## config.mk

```make
export PLATFORM = sky130hd
export DESIGN_NAME = rcc_ram
export DESIGN_NICKNAME = d
export VERILOG_FILES = /design/src/rcc_ram.sv
export SDC_FILE = /design/constraint.sdc
export NUM_CORES = 1
export LEC_CHECK = 0
export ABC_AREA = 1
export BUFFER_PORTS_ARGS = -buffer_cell sky130_fd_sc_hd__buf_4
export CORE_MARGIN = 4
export CORE_UTILIZATION = 32
export CTS_BUF_LIST = sky130_fd_sc_hd__clkbuf_8
export CTS_CLUSTER_SIZE = 12
export DETAILED_ROUTE_END_ITERATION = 10
export PLACE_DENSITY = 0.44
export SLEW_MARGIN = 20
export SYNTH_ARGS = -nofsm -noshare
export SYNTH_HDL_FRONTEND = slang
export SYNTH_SLANG_ARGS = --single-unit
```

## constraint.sdc

```tcl
create_clock -name clk -period 1.5 [get_ports clk]
set_input_delay 0.375 -clock clk [delete_from_list [all_inputs] [get_ports clk]]
set_output_delay 0.375 -clock clk [all_outputs]
set_load 0.01 [all_outputs]
```

## src/rcc_ram.sv

```systemverilog
// ----------------------------------------------------------------------------
// Generic RAM
// One write port and one read port with registered read data.
// ----------------------------------------------------------------------------
module rcc_ram #(
    parameter int WIDTH = 8,
    parameter int DEPTH = 16
) (
    input  logic                     clk,
    input  logic                     wr_en,
    input  logic [$clog2(DEPTH)-1:0] wr_addr,
    input  logic [WIDTH-1:0]         wr_data,
    input  logic [$clog2(DEPTH)-1:0] rd_addr,
    output logic [WIDTH-1:0]         rd_data
);

    logic [WIDTH-1:0] mem_reg [DEPTH];
    logic [WIDTH-1:0] rd_data_reg;

    // Write port and registered read port.
    always_ff @(posedge clk) begin
        if (wr_en) begin
            mem_reg[wr_addr] <= wr_data;
        end
        rd_data_reg <= mem_reg[rd_addr];
    end

    assign rd_data = rd_data_reg;

endmodule

```

==> metrics, run 1 <==
Worst Path Class, Setup=reg2out; Rel. slew slack=78.7%; post-DR vias/cell=roughly 4.5; fmax=772 MHz; I/O Buffers=25; critical-path cell with the highest stage delay=dfxtp_1; Routed Antenna Nets=0; CTS Buf Count=17; Critical Path RT=1.12 ns; Initial DRC Count=roughly 320; clk buf depth=2; dpl hpwl=9380 um; row count=48; post-route cell area=approximately 6700 sq um; startpoint types=flip-flop; ant diodes=0; gpl congestion=about 0.8; final core utilization=38.1%; Pwr per Cell Area=1110 nW/um^2; Synth Warn #=0; Final Hold Vio Count=0; Post-CTS Setup Bufs=0; Worst-path clk slew=approximately 0.080 ns; syn nets=roughly 570; Place WS=0.0167 ns; Top delay family on crit path=flip-flops; status=complete, no violations; final setup skew=between 0.01 and 0.015 ns; clock sinks=around 140; Leakage Power=between 2 and 3 nW; RSZ-0062 raised after global routing=no; Setup TNS=0 ns; initial antenna violation count=0; Layout Nets=618; Mapped Cells=approximately 550; Worst EP arrival=0.92 ns; Worst Path Max Fanout=1; Switching Power=1.71 mW; setup violators final=0; first-pass GRT wire length=22400 um; Worst Tran Pin Value=0.319 ns; Layout Cells excl Fill=838; DRC=0; cts hold-fix bufs=0; Largest register FFs=128; Hold WS=0.266 ns; io pins=26; Reg power frac=between 50% and 60%; worst min path class=in2reg; H-tree depth=4; P_int=about 5.7 mW; drt pass-1 iters=4; mapped cell area=5770 sq um; post-CTS sizing=0; vias in the first global route=3742; total global routing overflow=0; placed cell count=806; Seq/Total Area, Yosys=69.4%; vias=roughly 3800; Max-Cap Viols=0; Initial Util=roughly 33%; Final Power=between 7 and 8 mW; final-layout fill cell count=between 1500 and 2000; Final min period=1.30 ns; synthesized flop and latch total=136; Bufs and invs on worst path=1; Die Span Y=between 100 and 150 um; Worst-Skew Late Latency=between 0.4 and 0.5 ns; Die ar.=20200 sq um; worst-case vdd ir drop=0.808 mV; DIE WIDTH=between 100 and 150 um; Slew Limit Fails=0; post-synth cell types=12; sequential standard cell area=around 4000 sq um; WL final=14200 um; total placed instance area=6340 sq um; Routed WL per cell=17.0 um; CTS tree=done; multi-input logic area=1210 sq um; crit-path cells=buf_4; power share of the combinational group=8.0%; Total GRT Usage=roughly 15%; Syn Area/Cell=10.5 sq um; Area Growth Syn to Fin=15.6%; Period Utilization, post-route=86.4%; Clk pwr share=34.1%; critical path's largest stage delay=around 0.35 ns; core area=17500 sq um; root buffer cell=clkbuf_8; Setup WS post-layout=0.205 ns; largest net degree at the start of global routing=between 40 and 50; switch share=~23%; share of cells above drive strength 1=a little over an eighth; nature of the critical path endpoint=output port
==> cells by family after synthesis <==
family,Yosys count,share of synthesized area [%]
AND/OR/NAND/NOR,289,21.0
flip-flops,136,69.4
buffers and inverters,126,9.52
==> cell usage after synthesis <==
library cell / count / share of area, %
nand3_1: 97 / 8.4
buf_2: 13 / 1.1
edfxtp_1: 128 / 67
buf_6: 6 / 1.2
nand3b_1: 2 / 0.26
buf_1: 1 / 0.065
inv_1: 100 / 6.5
inv_2: 2 / 0.13
buf_4: 4 / 0.52
nand2_1: 173 / 11
nor2_1: 17 / 1.1
dfxtp_1: 8 / 2.8
==> power groups by stage <==
| stage | registers, mW | logic, mW | clock network [mW] |
|---|---|---|---|
| floorplan | 4.36 | 0.300 | 0 |
| global placement | 4.35 | 0.602 | 0 |
| detailed placement | 4.36 | 0.603 | 0 |
| CTS | 4.27 | 0.604 | 2.59 |
| global route | 4.28 | 0.660 | 2.79 |
| finish | 4.27 | 0.586 | 2.51 |
==> tightest hold or removal path: stages <==
cell	delay, ns
buf_4	0.16
nand3_1	0.09
nand2_1	0.05
==> layout by cell type, fill, tap and decap left out <==
cell	n
edfxtp_1	128
inv_1	107
inv_2	2
nor2_1	17
clkinv_2	5
clkbuf_8	20
dfxtp_1	8
nand3b_1	2
buf_12	4
nand2_1	173
buf_4	50
nand3_1	97
==> routing by layer <==
layer	GRT usage [%]	part of all wire [%]	up-vias
met3	3.90	5.0	13
met4	3.99	1.2	0
met2	23.9	47	78
met5	0	0	-
li1	-	-	1865
met1	20.6	46	1831
==> worst paths after layout <==
path	from	to	slack [ns]	cells past startpoint
min	rd_addr[3]	rd_data[7]	0.27	3
max	rd_data[6]	rd_data[6]	0.20	1
min reg2reg	mem_reg[10][7]	rd_data[7]	0.66	6
max reg2reg	mem_reg[5][0]	rd_data[0]	0.46	6
==> layout make-up <==
class / count / area share [%]
Tap cell: 225 / 4.22
Sequential cell: 136 / 60.1
Clock buffer: 20 / 4.13
Timing Repair Buffer: 54 / 6.83
Clock inverter: 12 / 0.770
Inverter: 102 / 5.75
Multi-Input combinational cell: 289 / 18.2
Note: power is estimated with default switching activity, not from simulation.
==> run 2: changes to the inputs <==
--- a/config.mk
+++ b/config.mk
@@ -9,7 +9,6 @@
 export BUFFER_PORTS_ARGS = -buffer_cell sky130_fd_sc_hd__buf_4
 export CORE_MARGIN = 4
 export CORE_UTILIZATION = 32
-export CTS_BUF_LIST = sky130_fd_sc_hd__clkbuf_8
 export CTS_CLUSTER_SIZE = 12
 export DETAILED_ROUTE_END_ITERATION = 10
 export PLACE_DENSITY = 0.44
==> run 2 against run 1 <==
Effect of this change: sequential share of layout area down 1.7 points; critical path depth unchanged; hold slack improved by 0.022 ns; global-route usage up 0.21 points; combinational power about the same; cell count is the same; sequential cell count did not move; first-iteration DRC count is 0.63% higher.
==> metrics, run 2 (same netlist as run 1, synthesis figures left out) <==
status=complete, no violations; gpl congestion=0.793 (unchanged); Die ar.=20200 sq um (unchanged); fmax=790 MHz (+2.4%); power share of the combinational group=6.9% (-1.1 points); H-tree depth=4 (unchanged); post-CTS sizing=0 (unchanged); P_int=6.68 mW (+18%); Worst Tran Pin Value=0.313 ns (-0.00587 ns); Initial DRC Count=317 (+0.63%); Post-CTS Setup Bufs=0 (unchanged); Die Span Y=142 um (unchanged); Slew Limit Fails=0 (unchanged); vias in the first global route=3782 (+1.1%); Clk pwr share=43.1% (+9.0 points); Routed WL per cell=17.1 um (+0.67%); row count=48 (unchanged); Setup TNS=0 ns (unchanged); DRC=0 (unchanged); sequential standard cell area=4000 sq um (unchanged); drt pass-1 iters=6 (+2); CTS Buf Count=17 (unchanged); multi-input logic area=1210 sq um (unchanged); Layout Nets=618 (unchanged); Worst EP arrival=0.89 ns (-0.03 ns); Area Growth Syn to Fin=18.9%; first-pass GRT wire length=22500 um (+0.52%); startpoint types=flip-flop; core area=17500 sq um (unchanged); Rel. slew slack=79.1% (+0.39 points); share of cells above drive strength 1=13.2% (unchanged); nature of the critical path endpoint=output port; Critical Path RT=1.12 ns (about the same); most frequent cells in the layout=173 x nand2_1, 128 x edfxtp_1, 100 x inv_1; worst-case vdd ir drop=0.748 mV (-7.3%); Worst Path Class, Setup=reg2out; Switching Power=1.86 mW (+9.2%); root buffer cell=clkbuf_16; io pins=26 (unchanged); cts hold-fix bufs=0 (unchanged); Final Hold Vio Count=0 (unchanged); initial antenna violation count=0 (unchanged); RSZ-0062 raised after global routing=no; Total GRT Usage=15.2% (+0.21 points); vias=3795 (+0.21%); commonest non-fill, non-tap cell in the layout=nand2_1; critical-path cell with the highest stage delay=dfxtp_1; total global routing overflow=0 (unchanged); Top delay family on crit path=flip-flops; final core utilization=39.2% (+1.1 points); Period Utilization, post-route=84.4% (-2.0 points); I/O Buffers=25 (unchanged); Worst Path Max Fanout=1 (unchanged); Reg power frac=50.1% (-7.9 points); ant diodes=0 (unchanged); Max-Cap Viols=0 (unchanged); Bufs and invs on worst path=1 (unchanged); clk buf depth=2 (unchanged); final setup skew=0.0102 ns (-0.00150 ns); Worst-Skew Late Latency=0.42 ns (-0.02 ns); crit-path cells=buf_4; Routed Antenna Nets=0 (unchanged); largest net degree at the start of global routing=48 (unchanged); Worst-path clk slew=0.06 ns (-0.02 ns); CTS tree=done; Largest register FFs=128 (unchanged); dpl hpwl=9380 um (unchanged); setup violators final=0 (unchanged); clock sinks=136 (unchanged); post-DR vias/cell=4.53 (+0.21%); WL final=14300 um (+0.67%); Pwr per Cell Area=1250 nW/um^2 (+13%); Leakage Power=2.96 nW (+2.0%); Initial Util=33.0% (unchanged); final-layout fill cell count=1731 (-1.2%); worst min path class=in2reg; critical path's largest stage delay=0.35 ns (about the same); Final min period=1.27 ns (-0.0298 ns); DIE WIDTH=142 um (unchanged); switch share=21.8% (-1.3 points)
-- run 2: changes by cell type in the layout (fill, tap and decap cells not counted) --
cell       delta
inv_1         -7
clkbuf_1      +7
clkbuf_16    +17
clkbuf_8     -17
-- run 2: power by group through the flow --
stage / combinational, mW / clock [mW] / sequential (mW)
global route: 0.660 / 3.95 / 4.28
global placement: 0.602 / 0 / 4.35
floorplan: 0.300 / 0 / 4.36
CTS: 0.604 / 3.76 / 4.28
finish: 0.587 / 3.68 / 4.28
detailed placement: 0.603 / 0 / 4.36
-- run 2: per-layer routing --
metal	global-route usage, %	vias to the layer above	share of wire, %
li1	-	1871	-
met1	20.6	1824	47
met2	24.0	81	47
met3	3.60	19	4.1
met4	5.66	0	1.7
met5	0	-	0
-- run 2: metrics by stage --
stage	total power [mW]	setup WS, ns	instance area (sq um)	cells	hold slack (ns)
after floorplan	4.66	0.174	5770	551	0.474
after global placement	4.96	0.00122	6340	806	0.673
after detailed placement	4.96	0.0167	6340	806	0.642
after CTS	8.65	0.197	6860	838	0.275
after global routing	8.89	0.191	6860	838	0.301
final	8.54	0.234	6860	838	0.287
-- run 2: final cells by class --
class	count	share of cell area, %
Inverter	102	5.58
Clock buffer	27	7.19
Timing Repair Buffer	54	6.64
Tap cell	225	4.11
Multi-Input combinational cell	289	17.7
Sequential cell	136	58.4
Clock inverter	5	0.365
-- run 2: final timing paths --
check	startpoint	endpoint	slack, ns	cells after the start
hold reg to reg	mem_reg[10][7]	rd_data[7]	0.65	6
setup / recovery	rd_data[6]	rd_data[6]	0.23	1
setup reg to reg	mem_reg[1][3]	rd_data[3]	0.48	6
hold / removal	rd_addr[3]	rd_data[7]	0.29	3
==> run 3: changes to the inputs <==
==> constraint.sdc (replaced) <==
create_clock -name clk -period 1.2 [get_ports clk]
set_input_delay 0.3 -clock clk [delete_from_list [all_inputs] [get_ports clk]]
set_output_delay 0.3 -clock clk [all_outputs]
set_load 0.01 [all_outputs]
==> run 3 against run 2 <==
Effect of this change: clock power grew 46%; setup slack got worse by 0.22 ns; largest cell class unchanged; sequential cell count is the same; sequential power is 25% higher.
==> metrics, run 3 (same netlist as run 1, synthesis figures left out) <==
status=complete, no violations; worst-case vdd ir drop=0.978 mV (+31%); Reg power frac=46.6% (-3.5 points); Die ar.=20200 sq um (unchanged); Switching Power=2.46 mW (+32%); setup violators final=0 (unchanged); largest net degree at the start of global routing=65 (+35%); commonest non-fill, non-tap cell in the layout=nand2_1; Final Power=11.5 mW (+35%); fmax=847 MHz; Worst Tran Pin Value=0.310 ns (-0.00280 ns); power share of the combinational group=6.7% (-0.2 points); Total GRT Usage=14.7% (-0.58 points); Rel. slew slack=79.3% (+0.21 points); first-pass GRT wire length=21900 um (-2.6%); Clk pwr share=46.7% (+3.6 points); crit-path cells=buf_6; placed cell count=808 (+0.25%); Period Utilization, post-route=98.4%; total global routing overflow=0 (unchanged); clock sinks=136 (unchanged); final setup skew=0.00612 ns (-0.00407 ns); post-route cell area=7050 sq um (+2.9%); Leakage Power=3.03 nW (+2.2%); critical-path cell with the highest stage delay=dfxtp_4; Bufs and invs on worst path=1 (unchanged); final core utilization=40.4% (+1.1 points); ant diodes=0 (unchanged); initial antenna violation count=0 (unchanged); io pins=26 (unchanged); Setup TNS=0 ns (unchanged); Worst-path clk slew=0.05 ns (about the same); Initial DRC Count=416 (+31%); Place WS=-0.200 ns (-0.217 ns); Worst Path Max Fanout=1 (unchanged); switch share=21.4% (-0.43 points); I/O Buffers=25 (unchanged); RSZ-0062 raised after global routing=yes; root buffer cell=clkbuf_16; most frequent cells in the layout=173 x nand2_1, 128 x edfxtp_1, 100 x inv_1; Routed WL per cell=16.8 um (-1.8%); DRC=0 (unchanged); Worst-Skew Late Latency=0.41 ns (about the same); worst min path class=in2reg; Critical Path RT=0.90 ns (-0.22 ns); Slew Limit Fails=0 (unchanged); total placed instance area=6420 sq um (+1.3%); P_int=9.04 mW (+35%); Area Growth Syn to Fin=22.3%; Worst EP arrival=0.88 ns (about the same); DIE WIDTH=142 um (unchanged); CTS Buf Count=17 (unchanged); Hold WS=0.248 ns (-0.0391 ns); post-DR vias/cell=4.48 (-1.0%); Setup WS post-layout=0.0190 ns (-0.215 ns); Post-CTS Setup Bufs=0 (unchanged); share of cells above drive strength 1=15.3% (+2.1 points); Final min period=approximately 1.2 ns; nature of the critical path endpoint=output port; Max-Cap Viols=0 (unchanged); Initial Util=33.0% (unchanged); WL final=14100 um (-1.5%); gpl congestion=0.791 (-0.28%); row count=48 (unchanged); vias=3765 (-0.79%); CTS tree=done; Die Span Y=142 um (unchanged); critical path's largest stage delay=0.36 ns (about the same); Layout Cells excl Fill=840 (+0.24%); clk buf depth=2 (unchanged); vias in the first global route=3711 (-1.9%); Largest register FFs=128 (unchanged); Routed Antenna Nets=0 (unchanged); dpl hpwl=9050 um (-3.5%); Worst Path Class, Setup=reg2out; Top delay family on crit path=flip-flops; startpoint types=flip-flop; core area=17500 sq um (unchanged); Pwr per Cell Area=1630 nW/um^2 (+31%); drt pass-1 iters=5 (-1); Layout Nets=620 (+0.32%); Final Hold Vio Count=0 (unchanged); H-tree depth=4 (unchanged)
## run 3: changes by cell type in the layout (fill, tap and decap cells not counted), moves of 4 or more
cell       previous run  this run
dfxtp_2               0         4
buf_4                50        43
buf_12                4         9
dfxtp_1               8         3
clkinv_1              0         4
clkbuf_1              7         0
buf_6                 0         4
bufinv_16             0         4
## run 3: path summary, 6_finish.rpt
| path | depth (start not counted) | slack [ns] | end | startpoint |
|---|---|---|---|---|
| setup reg to reg | 6 | 0.16 | rd_data[7] | mem_reg[3][7] |
| setup / recovery | 1 | 0.02 | rd_data[4] | rd_data[4] |
| hold / removal | 1 | 0.25 | mem_reg[9][4] | wr_data[4] |
| hold reg to reg | 6 | 0.67 | rd_data[6] | mem_reg[11][6] |
## run 3: cell type report
cell class	instances	area, sq um
clock buffer	17	425
clock inverter	15	183
fill	1655	10400
inverter	102	383
multi-input combinational	289	1220
sequential	136	4010
tap	225	282
timing repair buffer	56	548
## run 3: power by group through the flow
stage / clock, mW / sequential [mW] / combinational, mW
floorplan: 0 / 5.45 / 0.377
global placement: 0 / 5.45 / 0.772
detailed placement: 0 / 5.45 / 0.772
CTS: 5.46 / 5.36 / 0.779
global route: 5.68 / 5.36 / 0.856
finish: 5.37 / 5.36 / 0.766
## run 3: per-layer routing
metal,vias up,global-route usage [%],routed length (um),share of wire (%)
li1,1874,-,-,-
met1,1799,21.1,6820,48
met2,81,22.4,6530,46
met3,11,2.82,567,4.0
met4,0,4.80,187,1.3
met5,-,0,0,0
## run 3: timing repair
action | in CTS | in global routing
setup endpoints to repair | 4 | 4
gates resized for setup | 6 | 4
hold buffers | 0 | 0
